### src/hdl/apic_pkg.sv
package apic_pkg;

  localparam int unsigned NUM_POL   = 3;
  localparam int unsigned NUM_BP    = 6;
  localparam int unsigned NUM_CAT   = 6;
  localparam int unsigned CONC_W    = 16;
  localparam int unsigned API_W     = 13;
  localparam int unsigned SEG_W     = 3;
  localparam int unsigned X_W       = 10;
  localparam int unsigned M_W       = 25;
  localparam int unsigned Q_W       = 11;
  localparam int unsigned SHIFT     = 20;
  localparam int unsigned PROD_W    = X_W + M_W;

  typedef enum logic [1:0] {
    POL_SO2  = 2'd0,
    POL_NO2  = 2'd1,
    POL_PM10 = 2'd2
  } apic_pol_e;

  typedef struct packed {
    logic [CONC_W-1:0] so2_conc;
    logic [CONC_W-1:0] no2_conc;
    logic [CONC_W-1:0] pm10_conc;
  } apic_in_t;

  typedef struct packed {
    logic [API_W-1:0] api_level;
    logic [2:0]       category;
    logic [1:0]       dominant;
  } apic_out_t;

  typedef struct packed {
    logic mul;
    logic sub;
  } apic_ld_t;

  localparam logic [CONC_W-1:0] BP_C [NUM_POL][NUM_BP] = '{
    '{16'd50, 16'd150, 16'd800, 16'd1600, 16'd2100, 16'd2620},
    '{16'd80, 16'd120, 16'd280, 16'd565,  16'd750,  16'd940},
    '{16'd50, 16'd150, 16'd350, 16'd420,  16'd500,  16'd600}
  };

  localparam logic [CONC_W-1:0] LO_C [NUM_POL][NUM_BP] = '{
    '{16'd0, 16'd50, 16'd150, 16'd800, 16'd1600, 16'd2100},
    '{16'd0, 16'd80, 16'd120, 16'd280, 16'd565,  16'd750},
    '{16'd0, 16'd50, 16'd150, 16'd350, 16'd420,  16'd500}
  };

  // lower end of each segment in Q4
  localparam logic [API_W-1:0] BASE_IDX [NUM_BP] = '{
    13'd0, 13'd800, 13'd1600, 13'd3200, 13'd4800, 13'd6400
  };

  localparam logic [API_W-1:0] API_MAX = 13'd8000;

  // ceil(span_q4 * 2^20 / width), exact for every offset below the width
  localparam logic [M_W-1:0] SLOPE_M [NUM_POL][NUM_BP] = '{
    '{25'((800 * 2**20 + 49) / 50),    25'((800 * 2**20 + 99) / 100),
      25'((1600 * 2**20 + 649) / 650), 25'((1600 * 2**20 + 799) / 800),
      25'((1600 * 2**20 + 499) / 500), 25'((1600 * 2**20 + 519) / 520)},
    '{25'((800 * 2**20 + 79) / 80),    25'((800 * 2**20 + 39) / 40),
      25'((1600 * 2**20 + 159) / 160), 25'((1600 * 2**20 + 284) / 285),
      25'((1600 * 2**20 + 184) / 185), 25'((1600 * 2**20 + 189) / 190)},
    '{25'((800 * 2**20 + 49) / 50),    25'((800 * 2**20 + 99) / 100),
      25'((1600 * 2**20 + 199) / 200), 25'((1600 * 2**20 + 69) / 70),
      25'((1600 * 2**20 + 79) / 80),   25'((1600 * 2**20 + 99) / 100)}
  };

  // api_level >= 16 + 800*(n+1) moves the category past band n
  localparam logic [API_W-1:0] CAT_THR [NUM_CAT] = '{
    13'd816, 13'd1616, 13'd2416, 13'd3216, 13'd4016, 13'd4816
  };

endpackage

### src/hdl/apic_sub.sv
module apic_sub (
  input  logic                         clk_i,
  input  apic_pkg::apic_ld_t           ld_i,
  input  logic [apic_pkg::CONC_W-1:0]  conc_i [apic_pkg::NUM_POL],
  output logic [apic_pkg::API_W-1:0]   sub_o  [apic_pkg::NUM_POL]
);
  import apic_pkg::*;

  logic [SEG_W-1:0]  seg    [NUM_POL];
  logic              sat_d  [NUM_POL];
  logic              sat_q  [NUM_POL];
  logic [X_W-1:0]    x_d    [NUM_POL];
  logic [X_W-1:0]    x_q    [NUM_POL];
  logic [M_W-1:0]    m_d    [NUM_POL];
  logic [M_W-1:0]    m_q    [NUM_POL];
  logic [API_W-1:0]  base_d [NUM_POL];
  logic [API_W-1:0]  base_q [NUM_POL];
  logic [PROD_W-1:0] prod   [NUM_POL];
  logic [API_W-1:0]  sub_d  [NUM_POL];
  logic [API_W-1:0]  sub_q  [NUM_POL];

  // segment lookup: first breakpoint above the value
  always_comb begin
    for (int p = 0; p < NUM_POL; p++) begin
      seg[p]   = SEG_W'(NUM_BP - 1);
      sat_d[p] = conc_i[p] >= BP_C[p][NUM_BP-1];
      for (int k = NUM_BP - 1; k >= 0; k--) begin
        if (conc_i[p] < BP_C[p][k]) begin
          seg[p] = SEG_W'(k);
        end
      end
      x_d[p]    = X_W'(conc_i[p] - LO_C[p][seg[p]]);
      m_d[p]    = SLOPE_M[p][seg[p]];
      base_d[p] = BASE_IDX[seg[p]];
    end
  end

  always_ff @(posedge clk_i) begin
    if (ld_i.mul) begin
      for (int p = 0; p < NUM_POL; p++) begin
        x_q[p]    <= x_d[p];
        m_q[p]    <= m_d[p];
        base_q[p] <= base_d[p];
        sat_q[p]  <= sat_d[p];
      end
    end
  end

  always_comb begin
    for (int p = 0; p < NUM_POL; p++) begin
      prod[p]  = PROD_W'(x_q[p]) * PROD_W'(m_q[p]);
      sub_d[p] = sat_q[p] ? API_MAX : base_q[p] + API_W'(prod[p][SHIFT +: Q_W]);
    end
  end

  always_ff @(posedge clk_i) begin
    if (ld_i.sub) begin
      for (int p = 0; p < NUM_POL; p++) begin
        sub_q[p] <= sub_d[p];
      end
    end
  end

  assign sub_o = sub_q;

endmodule

### src/hdl/apic_sel.sv
module apic_sel (
  input  logic [apic_pkg::API_W-1:0] sub_i [apic_pkg::NUM_POL],
  output apic_pkg::apic_out_t        res_o
);
  import apic_pkg::*;

  logic [API_W-1:0] best;
  apic_pol_e        dom;
  logic [2:0]       cat;

  // earliest pollutant keeps ties
  always_comb begin
    best = sub_i[0];
    dom  = POL_SO2;
    for (int p = 1; p < NUM_POL; p++) begin
      if (best < sub_i[p]) begin
        best = sub_i[p];
        dom  = apic_pol_e'(2'(p));
      end
    end
    cat = 3'd0;
    for (int j = 0; j < NUM_CAT; j++) begin
      if (best >= CAT_THR[j]) begin
        cat = cat + 3'd1;
      end
    end
    res_o.api_level = best;
    res_o.category  = cat;
    res_o.dominant  = dom;
  end

endmodule

### src/hdl/air_pollution_index_calc.sv
// channel  | valid    | stall    | payload
// ---------+----------+----------+---------------------------------------
// input    | valid_i  | stall_o  | in_item_i  (so2/no2/pm10 conc, 16b ea)
// output   | valid_o  | stall_i  | out_item_o (api_level, category, dominant)
//
// Four register stages: input, segment, product, result. One item per cycle
// sustained while stall_i is low; the three lane multipliers set the stage.
// Reset clears only the stage valid bits; no clearing pass.
// A stalled result holds in the output register; earlier stages keep
// accepting until every stage is full.
module air_pollution_index_calc (
  input  logic                clk_i,
  input  logic                rst_ni,
  input  logic                valid_i,
  output logic                stall_o,
  input  apic_pkg::apic_in_t  in_item_i,
  output logic                valid_o,
  input  logic                stall_i,
  output apic_pkg::apic_out_t out_item_o
);
  import apic_pkg::*;

  logic v0_q, v1_q, v2_q, v3_q;
  logic v0_d, v1_d, v2_d, v3_d;
  logic rdy0, rdy1, rdy2, rdy3;
  logic ld0, ld3;
  apic_ld_t          ld;
  apic_in_t          in_q;
  apic_out_t         res;
  apic_out_t         out_q;
  logic [CONC_W-1:0] conc [NUM_POL];
  logic [API_W-1:0]  sub  [NUM_POL];

  always_comb begin
    rdy3   = !v3_q || !stall_i;
    rdy2   = !v2_q || rdy3;
    rdy1   = !v1_q || rdy2;
    rdy0   = !v0_q || rdy1;
    ld0    = valid_i && rdy0;
    ld.mul = v0_q && rdy1;
    ld.sub = v1_q && rdy2;
    ld3    = v2_q && rdy3;
    v0_d   = rdy0 ? valid_i : v0_q;
    v1_d   = rdy1 ? v0_q : v1_q;
    v2_d   = rdy2 ? v1_q : v2_q;
    v3_d   = rdy3 ? v2_q : v3_q;
  end

  always_ff @(posedge clk_i or negedge rst_ni) begin
    if (!rst_ni) begin
      v0_q <= 1'b0;
      v1_q <= 1'b0;
      v2_q <= 1'b0;
      v3_q <= 1'b0;
    end else begin
      v0_q <= v0_d;
      v1_q <= v1_d;
      v2_q <= v2_d;
      v3_q <= v3_d;
    end
  end

  always_ff @(posedge clk_i) begin
    if (ld0) begin
      in_q <= in_item_i;
    end
  end

  assign conc[POL_SO2]  = in_q.so2_conc;
  assign conc[POL_NO2]  = in_q.no2_conc;
  assign conc[POL_PM10] = in_q.pm10_conc;

  apic_sub u_sub (
    .clk_i  (clk_i),
    .ld_i   (ld),
    .conc_i (conc),
    .sub_o  (sub)
  );

  apic_sel u_sel (
    .sub_i (sub),
    .res_o (res)
  );

  always_ff @(posedge clk_i) begin
    if (ld3) begin
      out_q <= res;
    end
  end

  assign stall_o    = !rdy0;
  assign valid_o    = v3_q;
  assign out_item_o = out_q;

`ifndef SYNTHESIS
  a_api_range: assert property (@(posedge clk_i) disable iff (!rst_ni)
    valid_o |-> out_item_o.api_level <= API_MAX)
    else $error("api_level above saturation");

  a_cat_low: assert property (@(posedge clk_i) disable iff (!rst_ni)
    valid_o && out_item_o.api_level < CAT_THR[0] |-> out_item_o.category == 3'd0)
    else $error("category nonzero below first band");

  a_cat_high: assert property (@(posedge clk_i) disable iff (!rst_ni)
    valid_o && out_item_o.api_level >= CAT_THR[NUM_CAT-1]
      |-> out_item_o.category == 3'(NUM_CAT))
    else $error("category not capped");

  a_full_stall: assert property (@(posedge clk_i) disable iff (!rst_ni)
    v0_q && v1_q && v2_q && v3_q && stall_i |-> stall_o)
    else $error("input taken with full stalled pipeline");
`endif

endmodule
### config.mk
export PLATFORM = sky130hd
export DESIGN_NAME = air_pollution_index_calc
export DESIGN_NICKNAME = d
export VERILOG_FILES = /design/src/hdl/apic_pkg.sv /design/src/hdl/apic_sub.sv /design/src/hdl/apic_sel.sv /design/src/hdl/air_pollution_index_calc.sv
export SDC_FILE = /design/constraint.sdc
export NUM_CORES = 1
export LEC_CHECK = 0
export BUFFER_PORTS_ARGS = -buffer_cell sky130_fd_sc_hd__buf_2
export CAP_MARGIN = 15
export CORE_MARGIN = 5
export CORE_UTILIZATION = 40
export DETAILED_ROUTE_END_ITERATION = 16
export GPL_ROUTABILITY_DRIVEN = 0
export PLACE_DENSITY = 0.57
export SYNTH_ARGS = -nofsm -noshare
export SYNTH_HDL_FRONTEND = slang
export SYNTH_HIERARCHICAL = 1
export SYNTH_SLANG_ARGS = --single-unit
export TNS_END_PERCENT = 1
### constraint.sdc
create_clock -name clk_i -period 8 [get_ports clk_i]
set_clock_uncertainty 0.1 [all_clocks]
set_input_delay 0 -clock clk_i [delete_from_list [all_inputs] [get_ports clk_i]]
set_output_delay 0 -clock clk_i [all_outputs]
set_load 0.01 [all_outputs]
=== Yosys cells after proc, flatten, opt, wreduce, memory -nomap -nowiden ===
Memory sizes are Yosys's and may differ from the RTL's.
Cells that the tools add are included.

* Multiply operators: 3
* Reductions and logical operators: 14
* Order comparisons: 29
* Add/subtract/negate cells: 11
* Multiplexer cells: 44
* Bitwise operators: 3

{| class="wikitable"
|+ Operators with widths
! cell !! count
|-
| $mux W25 || 6
|-
| $mux W13 || 8
|-
| $mul A10 B25 Y31 || 3
|-
| $lt A16 B9 Y1 const B || 4
|-
| $mux W10 || 6
|-
| $mux W3 || 17
|-
| $lt A16 B10 Y1 const B || 3
|-
| $add A13 B11 Y13 || 3
|-
| $ge A13 B12 Y1 const B || 3
|-
| $ge A16 B10 Y1 const B || 2
|-
| $lt A16 B6 Y1 const B || 2
|-
| $lt A16 B7 Y1 const B || 2
|-
| $lt A16 B8 Y1 const B || 2
|-
| $sub A10 B10 Y10 || 3
|-
| $lt A13 B13 Y1 || 2
|-
| $ge A16 B12 Y1 const B || 1
|-
| $lt A16 B11 Y1 const B || 1
|-
| $lt A16 B12 Y1 const B || 1
|-
| $ge A13 B10 Y1 const B || 1
|-
| $ge A13 B11 Y1 const B || 1
|-
| $ge A13 B13 Y1 const B || 1
|-
| $add A3 B1 Y3 const B || 4
|-
| $ge A4 B4 Y1 const B || 3
|-
| $not A3 Y4 || 3
|-
| other kinds (5) || 22
|}

* Memory bits (read-only): 1296
* Output and inout bits: 20
* Logic and storage cells: 130
* Bits in registers: 109
* Memories kept: 13
* Input port bits: 52
* RAM bits: 147

{| class="wikitable"
|+ Memory list
! name !! words !! width !! rd ports !! clocked after Yosys merged registers in !! write ports !! RTL line !! source
|-
| (no name shown) || 8 || 25 || 1 || 0 || 0 || apic_sub.sv:33 || <nowiki>m_d[p] = SLOPE_M[p][seg[p]];</nowiki>
|-
| (no name shown) || 8 || 25 || 1 || 0 || 0 || apic_sub.sv:33 ||
|-
| (no name shown) || 8 || 25 || 1 || 0 || 0 || apic_sub.sv:33 ||
|-
| (no name shown) || 8 || 16 || 1 || 0 || 0 || apic_sub.sv:32 || <nowiki>x_d[p] = X_W'(conc_i[p] - LO_C[p][seg[p]]);</nowiki>
|-
| (no name shown) || 8 || 16 || 1 || 0 || 0 || apic_sub.sv:32 ||
|-
| (no name shown) || 8 || 16 || 1 || 0 || 0 || apic_sub.sv:32 ||
|-
| 7 more memories || - || - || - || - || - || - ||
|}

=== Longest topological paths before layout ===
Gate-level depths: netlist of run 1.

* Word-level depth: 16
* Depth in mapped cells: 33
* Mapped depth without buffers: 30

=== Hierarchy ===
Netlist of run 1, hierarchy kept.

{| class="wikitable"
|+ By module, submodules not included
! module !! seq. area each (um^2) !! cells an instance !! instances !! area an instance (um^2)
|-
| apic_sub || 3453.3 || 2127 || 1 || 20927.6
|-
| air_pollution_index_calc || 2082.0 || 82 || 1 || 2160.8
|-
| apic_sel || 0.0 || 250 || 1 || 1670.4
|}

=== Worst setup path after synthesis of run 1 ===
Ideal clock, no wire load.

* Path kind: flip-flop to flip-flop
* Start point: memory u_sub.m_q[0][16]
* End point: register u_sub.sub_q (netlist bit u_sub/sub_o[38]) (data pin)
* Clock period less this slack: 7121 ps
* Setup time: 256 ps
* Data required time: 7644 ps
* Path buffers: 1
* Slack: 879 ps
* Arrival time: 6764 ps
* Cell stages (with the launch flop): 32
* Cells stage by stage: edfxtp_1 > clkbuf_1 > and2_1 > inv_1 > fa_1 > inv_1 > fa_1 > inv_1 > fa_1 > inv_1 > fa_1 > inv_1 > fa_1 > inv_1 > ha_1 > a21oi_1 > o21ai_0 > a221o_1 > a21o_2 > o41ai_4 > o21bai_1 > a21oi_1 > xnor2_1 > ha_1 > a21o_1 > a21oi_1 > o21bai_1 > a21oi_1 > nor2b_1 > o21ai_0 > xor2_1 > nand2b_1

{| class="wikitable"
|+ RTL lines
! item !! RTL line !! source
|-
| start, declared || apic_sub.sv:15 || <nowiki>logic [M_W-1:0] m_q [NUM_POL];</nowiki>
|-
| end signal, assigned by index || apic_sub.sv:59 || <nowiki>sub_q[p] <= sub_d[p];</nowiki>
|-
| end, declared || apic_sub.sv:20 || <nowiki>logic [API_W-1:0] sub_q [NUM_POL];</nowiki>
|}

==> impl_metrics.py, run 1 <==
metrics = {
    "status": {
        "outcome": "finished, final reports clean",
    },
    "setup_path": {
        "start_kind": "flop",
        "worst-setup-path-type": "reg -> reg",
        "crit_cells": 28,
        "worstReg2RegStart": "u_sub/m_q[0][42]$_DFFE_PP_",
        "crit_slowest_cell": "fa_1",
        "worstPathMaxFanout": 6,
        "critPathMostFrequentCell": "fa_1",
        "rr_endpoint": "u_sub/sub_o[24]$_SDFFCE_PP1P_",
        "reg2reg_depth": 28,
        "cpPeakStageDelay_ps": 570,
        "cp.arrival_ps": 7850,
        "path_delay_family": "adder cells",
        "critPathCaptureType": "flop",
        "path_buf_inv": 5,
        "required_ps": 8100,
        "rrSetupSlack_ps": 250,
        "startpoint": "u_sub/m_q[0][42]$_DFFE_PP_",
    },
    "sta": {
        "setup_viol": 0,
        "fin_crit_ps": 7749,
        "final_max_slew_viol_count": 0,
        "tightestPinTransition_ps": 936.1,
        "rsz0062_at_grt": "true",
        "maxSlewHeadroom": 0.3759,
        "fmax_mhz": 129.0,
        "period_share": 0.9687,
        "hold_viol": 0,
        "setup_tns_ps": 0,
    },
    "logic_synthesis": {
        "ys_seq_area_frac": 0.2236,
        "synth.largest_area_cell": "fa_1",
        "synth-edff-count": 181,
        "synth_top_area_frac": 0.2862,
        "ys_warn_count": 6,
        "ys.flop_type": "edfxtp_1",
        "synth_nets": 3167,
        "syn-cell-area_um2": 24760,
        "ys_async_sr_fraction": 0.02162,
        "ys_ff_latch": 185,
        "synth.area.top_cells": "fa_1, edfxtp_1, ha_1",
        "avgSynthCellArea_um2": 10.07,
        "synthCells": 2459,
        "synthDistinctLibCells": 72,
    },
    "final_layout": {
        "drive_gt1_frac": 0.07050,
        "antenna_cells": 0,
        "areaGrowthSynthToFinish_pct": 10.65,
        "multiInputGateArea_um2": 16850,
        "layout.area.seq_um2": 5535,
        "nets": 3305,
        "fill_cells": 5851,
    },
    "die": {
        "initial_core_util": 0.4027,
        "pin_count": 72,
        "fp.dieW_um": 258.8,
        "num_rows": 91,
        "fp.dieH_um": 258.8,
        "die_area_um2": 66970,
        "coreArea_um2": 61480,
    },
    "drt": {
        "drtAntennaViolNets": 0,
        "drt_wl_total_um": 57880,
        "drt_pass1_iterations": 5,
        "drcViolationCount": 0,
        "dr_total_vias": 17143,
        "viasPerCell": 5.042,
        "wl_per_cell_um": 17.02,
        "first_iter_violations": 937,
    },
    "hold_path": {
        "hold_end": "conc[24]$_DFFE_PP_",
        "hold_class": "in -> reg",
        "min_from": "in_item_i[24]",
        "min_delay_path_depth": 2,
    },
    "cts": {
        "cts.htree.levels": 4,
        "cts_tree": "yes",
        "cts_num_sinks": 185,
        "cts_made_buffers": 17,
        "clk_pin_slew_ps": 80,
        "clock_path_buffers": 2,
        "cts_root_buf": "clkbuf_16",
        "clk_latency_ps": 450,
    },
    "placement": {
        "io_buffers": 71,
        "hpwl_um": 48890,
    },
    "run": {
        "maxCapViolCount": 0,
    },
    "global_routing": {
        "antenna_found_initial": 0,
        "grt.total_usage": 0.1778,
        "overflow": 0,
        "grt_pass1_vias": 18685,
        "grt_max_degree": 53,
        "grt_first_pass_wirelength_um": 96050,
    },
}
## layout make-up
type                    instances  share of cell area
multi-input cells            1636              0.6149
clock inverters                14            0.006440
flip-flops and latches        185              0.2021
repair buffers                158             0.04275
well taps                     790             0.03608
inverters                     599             0.08207
clock buffers                  18             0.01567
## worst max-delay path by stage
stage | endpoint | slack [ps]
floorplan | u_sub/sub_o[38]$_SDFFCE_PP1P_ | 880
global placement | u_sub/sub_o[25]$_SDFFCE_PP1P_ | 350
detailed placement | u_sub/sub_o[25]$_SDFFCE_PP1P_ | 250
CTS | u_sub/sub_o[25]$_SDFFCE_PP1P_ | 220
global route | u_sub/sub_o[25]$_SDFFCE_PP1P_ | -40
finish | u_sub/sub_o[24]$_SDFFCE_PP1P_ | 250
## cell usage in the layout, fill, tap and decap left out, types with 9 or more instances in the layout
cell / netlist / routed
inv_1: 597 / 597
fa_1: 354 / 354
ha_1: 302 / 302
edfxtp_1: 181 / 181
nand2_1: 172 / 171
and2_1: 114 / 110
nor2_1: 93 / 93
a21oi_1: 78 / 78
o21ai_0: 74 / 74
buf_2: 3 / 71
xnor2_1: 59 / 59
dlygate4sd3_1: 0 / 53
xor2_1: 41 / 41
nand2b_1: 34 / 34
buf_4: 0 / 30
a21o_1: 29 / 29
o21bai_1: 26 / 26
nor2b_1: 25 / 25
nand3_1: 22 / 22
clkbuf_16: 0 / 17
nor3_1: 17 / 17
a31oi_1: 14 / 14
nand4_1: 13 / 13
a211oi_1: 12 / 12
mux2_2: 12 / 12
o21a_1: 13 / 12
and3_1: 10 / 10
or2_2: 9 / 9
o31ai_1: 9 / 9
## state kept, by name, summed over array words and instances (netlist names)
signal,count
u_sub/m_q,19
u_sub/x_q,30
out_item_o,18
conc,48
u_sub/sub_o,39
u_sub/base_q,24
u_sub/sat_q,3
v2_q,1
valid_o,1
v0_q,1
v1_q,1
## repair_timing
item / CTS / global route
hold buffers: 53 / 0
setup endpoints to repair: 0 / 4
buffers inserted: 0 / 25
hold endpoints to repair: 56 / 0
resized for setup: 0 / 4
## Yosys cell counts, types with 13 or more instances
cell type,instances
nand4_1,13
o21a_1,13
a21oi_1,78
nand2b_1,34
a31oi_1,14
edfxtp_1,181
ha_1,302
nor2_1,93
nand2_1,172
nand3_1,22
xnor2_1,59
xor2_1,41
fa_1,354
nor2b_1,25
nor3_1,17
inv_1,597
and2_1,114
o21ai_0,74
a21o_1,29
clkbuf_1,35
o21bai_1,26
## per-stage QoR
| stage | util | setup WS [ps] | area, um^2 | instances | hold WS, ps |
|---|---|---|---|---|---|
| floorplan | - | 879.2 | 24760 | 2459 | -395.6 |
| global placement | 0.4232 | 346.7 | 26020 | 3289 | -288.9 |
| detailed placement | 0.4232 | 254.9 | 26020 | 3289 | -287.5 |
| CTS | 0.4417 | 218.2 | 27160 | 3374 | 127.4 |
| global route | 0.4456 | -40.20 | 27400 | 3400 | 147.4 |
| finish | 0.4456 | 250.7 | 27400 | 3400 | 161.8 |
## cells by family after synthesis
logic type,share of synthesized area
adder cells (fa/ha/maj),0.4389
buffers and inverters,0.09688
AND/OR/NAND/NOR,0.1088
flip-flops,0.2236
XOR/XNOR,0.03694
AO/OA/AOI/OAI,0.08748
multiplexers,0.007479
## per-layer routing
layer	wire length [um]	vias up	GRT usage	part of all wire
li1	-	8159	-	-
met3	2399	73	0.02299	0.041
met1	25580	8527	0.2373	0.44
met4	1355	0	0.04958	0.023
met5	0	-	0	0
met2	28550	384	0.3066	0.49
Power of run 1 is not shown: default switching activity piles up to over one toggle a cycle in this logic, so the estimate is an artifact.
==> run 2: changes to the inputs <==
--- a/config.mk
+++ b/config.mk
@@ -14,6 +14,5 @@
 export PLACE_DENSITY = 0.57
 export SYNTH_ARGS = -nofsm -noshare
 export SYNTH_HDL_FRONTEND = slang
-export SYNTH_HIERARCHICAL = 1
 export SYNTH_SLANG_ARGS = --single-unit
 export TNS_END_PERCENT = 1
==> impl_metrics.py, run 2 <==
metrics = {
    "final_layout": {
        "antenna_cells": 0,
        "nets": 3206,
        "largest_reg_flops": 48,
        "drive_gt1_frac": 0.07129,
        "instances_no_fill": 3293,
        "final_cell_area_um2": 26800,
        "final_common_cell": "inv_1",
        "final_cell_mix": "inv_1, fa_1, ha_1",
        "areaGrowthSynthToFinish_pct": 10.62,
    },
    "setup_path": {
        "worstPathMaxFanout": 9,
        "rr_endpoint": "u_sub.sub_o[37]$_SDFFCE_PP1P_",
        "start_kind": "flop",
        "worst-setup-path-type": "reg -> reg",
        "rrSetupSlack_ps": 380,
        "reg2reg_depth": 31,
        "critPathCaptureType": "flop",
        "crit_slowest_cell": "edfxtp_1",
        "cp.arrival_ps": 7710,
        "cpPeakStageDelay_ps": 570,
        "required_ps": 8100,
        "worstReg2RegStart": "u_sub.m_q[0][20]$_DFFE_PP_",
    },
    "die": {
        "fp.dieH_um": 256.1,
        "num_rows": 90,
        "coreArea_um2": 60130,
        "pin_count": 72,
        "fp.dieW_um": 256.1,
        "initial_core_util": 0.4029,
        "die_area_um2": 65590,
    },
    "logic_synthesis": {
        "synth_nets": 3068,
        "synthCells": 2360,
        "yosysMostFrequentCell": "inv_1",
        "ys.flop_type": "edfxtp_1",
        "synth.area.top_cells": "fa_1, edfxtp_1, ha_1",
        "synth.largest_area_cell": "fa_1",
        "avgSynthCellArea_um2": 10.27,
        "synth_top_area_frac": 0.2925,
        "ys_ff_latch": 183,
        "ys_warn_count": 0,
        "ys_seq_area_frac": 0.2260,
        "ys_async_sr_fraction": 0.02186,
        "syn-cell-area_um2": 24230,
        "yosys-top-cells-count": "inv_1, fa_1, ha_1",
        "synth-edff-count": 179,
        "synthDistinctLibCells": 69,
    },
    "drt": {
        "wl_per_cell_um": 16.98,
        "drt_wl_total_um": 55910,
        "viasPerCell": 4.937,
        "first_iter_violations": 797,
        "drcViolationCount": 0,
        "dr_total_vias": 16256,
        "drt_pass1_iterations": 5,
        "drtAntennaViolNets": 0,
    },
    "hold_path": {
        "min_delay_path_depth": 2,
        "hold_class": "in -> reg",
        "min_from": "in_item_i[27]",
        "hold_end": "conc[27]$_DFFE_PP_",
    },
    "global_routing": {
        "overflow": 0,
        "grt.total_usage": 0.1736,
        "grt_max_degree": 75,
        "grt_pass1_vias": 17702,
        "antenna_found_initial": 2,
        "grt_first_pass_wirelength_um": 92030,
    },
    "status": {
        "outcome": "finished, final reports clean",
    },
    "placement": {
        "hpwl_um": 47960,
        "place_inst": 3197,
        "dpl_cell_area_um2": 25570,
        "io_buffers": 71,
        "pre_cts_slack_ps": 240.4,
    },
    "sta": {
        "tightestPinTransition_ps": 1106,
        "fmax_mhz": 131.3,
        "fin_crit_ps": 7616,
        "period_share": 0.9520,
        "setup_viol": 0,
        "hold_viol": 0,
        "setup_slack_ps": 384.4,
        "final_max_slew_viol_count": 0,
        "setup_tns_ps": 0,
        "rsz0062_at_grt": "true",
        "maxSlewHeadroom": 0.2582,
    },
    "cts": {
        "cts_root_buf": "clkbuf_16",
        "clock_path_buffers": 2,
        "cts.htree.levels": 4,
        "clk_pin_slew_ps": 80,
        "cts_tree": "yes",
        "cts_made_buffers": 17,
        "clk_latency_ps": 450,
        "cts_num_sinks": 183,
    },
    "run": {
        "maxCapViolCount": 0,
    },
}
==> run 2: per-layer routing <==
layer / GRT usage / up-vias / wire (um)
li1: - / 7817 / -
met1: 0.2281 / 8024 / 24450
met2: 0.2985 / 329 / 27510
met3: 0.02545 / 84 / 2327
met4: 0.05307 / 2 / 1620
met5: 0 / - / 7
==> run 2: final cells by class <==
type	instances	area, um^2
clock buffers	18	429.2
clock inverters	14	152.6
fillers	5753	33330
inverters	574	2155
multi-input cells	1572	16520
flip-flops and latches	183	5475
well taps	782	978.4
repair buffers	150	1091
==> run 2: kinds of logic (layout without fill, tap and decap cells) <==
group                    count (synthesis)  count (layout)  share of synthesized area
adder cells (fa/ha/maj)                656             656                     0.4485
buffers and inverters                  605             756                    0.09384
AND/OR/NAND/NOR                        497             497                     0.1029
AO/OA/AOI/OAI                          300             300                    0.08403
flip-flops                             183             183                     0.2260
XOR/XNOR                               105             105                    0.03858
multiplexers                            14              14                   0.006094
==> run 2: how the worst max path moves through the flow <==
stage                                         startpoint                            end  slack, ps  cells after the start
after global placement        u_sub.m_q[0][20]$_DFFE_PP_  u_sub.sub_o[38]$_SDFFCE_PP1P_        450                     29
after CTS                     u_sub.m_q[0][20]$_DFFE_PP_  u_sub.sub_o[38]$_SDFFCE_PP1P_        180                     29
after floorplan           u_sub.m_q[0][16]$_SDFFCE_PP1P_  u_sub.sub_o[38]$_SDFFCE_PP1P_        740                     30
after detailed placement      u_sub.m_q[0][20]$_DFFE_PP_  u_sub.sub_o[38]$_SDFFCE_PP1P_        240                     29
final                         u_sub.m_q[0][20]$_DFFE_PP_  u_sub.sub_o[37]$_SDFFCE_PP1P_        380                     31
after global routing           u_sub.x_q[0][7]$_DFFE_PP_  u_sub.sub_o[37]$_SDFFCE_PP1P_        -20                     31
==> run 2: repair_timing <==
action                                  in CTS  in global routing
buffers inserted                             0                 11
endpoints found under the hold margin       56                  0
endpoints found under the setup margin       0                  6
hold buffers                                52                  0
resized for setup                            0                  8
==> run 2: stage by stage <==
| stage | hold WS, ps | util |
|---|---|---|
| finish | 163.0 | 0.4457 |
| detailed placement | -288.6 | 0.4252 |
| floorplan | -395.6 | - |
| CTS | 121.2 | 0.4435 |
| global route | 135.2 | 0.4457 |
| global placement | -291.8 | 0.4252 |
==> run 2: worst max-delay path, delay by kind of cell, from the launching register on <==
| family | cells | cell delay, ps |
|---|---|---|
| AO/OA/AOI/OAI | 11 | 2240 |
| XOR/XNOR | 1 | 160 |
| flip-flops | 1 | 570 |
| AND/OR/NAND/NOR | 6 | 620 |
| adder cells (fa/ha/maj) | 8 | 3250 |
| buffers and inverters | 5 | 420 |
Power of run 2 is left out for the same reason.
==> run 3: changes to the inputs <==
--- a/config.mk
+++ b/config.mk
@@ -11,7 +11,9 @@
 export CORE_UTILIZATION = 40
 export DETAILED_ROUTE_END_ITERATION = 16
 export GPL_ROUTABILITY_DRIVEN = 0
+export GPL_TIMING_DRIVEN = 0
 export PLACE_DENSITY = 0.57
+export REMOVE_ABC_BUFFERS = 1
 export SYNTH_ARGS = -nofsm -noshare
 export SYNTH_HDL_FRONTEND = slang
 export SYNTH_SLANG_ARGS = --single-unit
==> impl_metrics.py, run 3 (synthesis results as in run 2) <==
metrics = {
    "status": {
        "outcome": "finished, final reports clean",
    },
    "setup_path": {
        "critPathCaptureType": "flop",
        "worst-setup-path-type": "reg -> reg",
        "worstReg2RegStart": "u_sub.m_q[0][16]$_SDFFCE_PP1P_",
        "cpPeakStageDelay_ps": 580,
        "reg2reg_depth": 30,
        "crit_slowest_cell": "fa_1",
        "startpoint": "u_sub.m_q[0][16]$_SDFFCE_PP1P_",
        "required_ps": 8100,
        "worstPathMaxFanout": 4,
        "start_kind": "flop",
        "critPathMostFrequentCell": "fa_1",
        "cp.arrival_ps": 7770,
    },
    "sta": {
        "holdWs_ps": 153.6,
        "maxSlewHeadroom": 0.4054,
        "final_max_slew_viol_count": 0,
        "setup_slack_ps": 336.4,
        "rsz0062_at_grt": "true",
        "hold_viol": 0,
        "fin_crit_ps": 7664,
        "setup_viol": 0,
        "period_share": 0.9579,
        "tightestPinTransition_ps": 886.5,
        "fmax_mhz": 130.5,
    },
    "die": {
        "fp.dieH_um": 256.1,
        "coreArea_um2": 60130,
        "die_area_um2": 65590,
        "num_rows": 90,
        "fp.dieW_um": 256.1,
        "initial_core_util": 0.4029,
        "pin_count": 72,
    },
    "final_layout": {
        "nets": 3203,
        "areaGrowthSynthToFinish_pct": 11.13,
        "layout.area.seq_um2": 5475,
        "drive_gt1_frac": 0.07337,
        "fill_cells": 5736,
        "multiInputGateArea_um2": 16560,
        "largest_reg_flops": 48,
        "antenna_cells": 0,
        "final_cell_mix": "inv_1, fa_1, ha_1",
        "final_common_cell": "inv_1",
    },
    "drt": {
        "drt_wl_total_um": 54300,
        "dr_total_vias": 16307,
        "wl_per_cell_um": 16.51,
        "drcViolationCount": 0,
        "drt_pass1_iterations": 5,
        "viasPerCell": 4.957,
        "first_iter_violations": 829,
        "drtAntennaViolNets": 0,
    },
    "hold_path": {
        "min_from": "in_item_i[37]",
        "min_delay_path_depth": 2,
        "hold_class": "in -> reg",
    },
    "global_routing": {
        "grt.total_usage": 0.1706,
        "grt_pass1_vias": 17929,
        "grt_max_degree": 50,
        "antenna_found_initial": 0,
        "grt_first_pass_wirelength_um": 91270,
        "overflow": 0,
    },
    "cts": {
        "cts_num_sinks": 183,
        "cts_made_buffers": 17,
        "cts.htree.levels": 4,
        "clk_pin_slew_ps": 80,
        "cts_root_buf": "clkbuf_16",
        "clk_latency_ps": 450,
        "cts_tree": "yes",
        "clock_path_buffers": 2,
    },
    "run": {
        "maxCapViolCount": 0,
    },
    "placement": {
        "hpwl_um": 46590,
        "pre_cts_slack_ps": -154.2,
        "io_buffers": 71,
    },
}
run 3: path summary, 6_finish.rpt:
path                                            endpoint  slack [ps]
min reg2reg                   u_sub.x_q[0][20]$_DFFE_PP_         340
min                                   conc[37]$_DFFE_PP_         150
max                        u_sub.sub_o[37]$_SDFFCE_PP1P_         340
max in group asynchronous            valid_o$_DFFE_PN0P_        7280
max reg2reg                u_sub.sub_o[37]$_SDFFCE_PP1P_         340
min in group asynchronous               v0_q$_DFFE_PN0N_         350
run 3: cell type report:
| cell class | count | share of cell area |
|---|---|---|
| Timing Repair Buffer | 147 | 0.04192 |
| Inverter | 574 | 0.08003 |
| Sequential cell | 183 | 0.2034 |
| Multi-Input combinational cell | 1572 | 0.6152 |
| Clock buffer | 17 | 0.01580 |
| Clock inverter | 15 | 0.007297 |
| Tap cell | 782 | 0.03634 |
run 3: repair_timing:
item	in CTS	in global routing
endpoints found under the setup margin	2	10
setup buffers	7	11
hold endpoints to repair	65	0
resized for setup	0	24
hold buffers	53	0
run 3: metrics by stage:
stage / instance area [um^2] / TNS [ps] / utilization / cells
final: 26920 / 0 / 0.4477 / 3290
after global routing: 26920 / -70.41 / 0.4477 / 3290
after CTS: 26760 / 0 / 0.4450 / 3279
after detailed placement: 25550 / -184.7 / 0.4249 / 3187
after global placement: 25440 / -39.73 / 0.4231 / 3182
after floorplan: 24110 / 0 / - / 2329
run 3: metal layers:
| metal | vias to the layer above | wire, um | global-route usage |
|---|---|---|---|
| li1 | 7824 | - | - |
| met1 | 8145 | 24120 | 0.2217 |
| met2 | 264 | 27570 | 0.3031 |
| met3 | 74 | 1545 | 0.02141 |
| met4 | 0 | 1072 | 0.04393 |
| met5 | - | 0 | 0 |
run 3: critical path, delay by kind of cell (launching register included):
family	cells	cell delay, ps
fa+ha+maj	8	3620
compound gates	10	2130
simple gates	7	790
flops	1	440
buf+inv	4	210
xor+xnor	1	160
Power of run 3 is left out for the same reason.
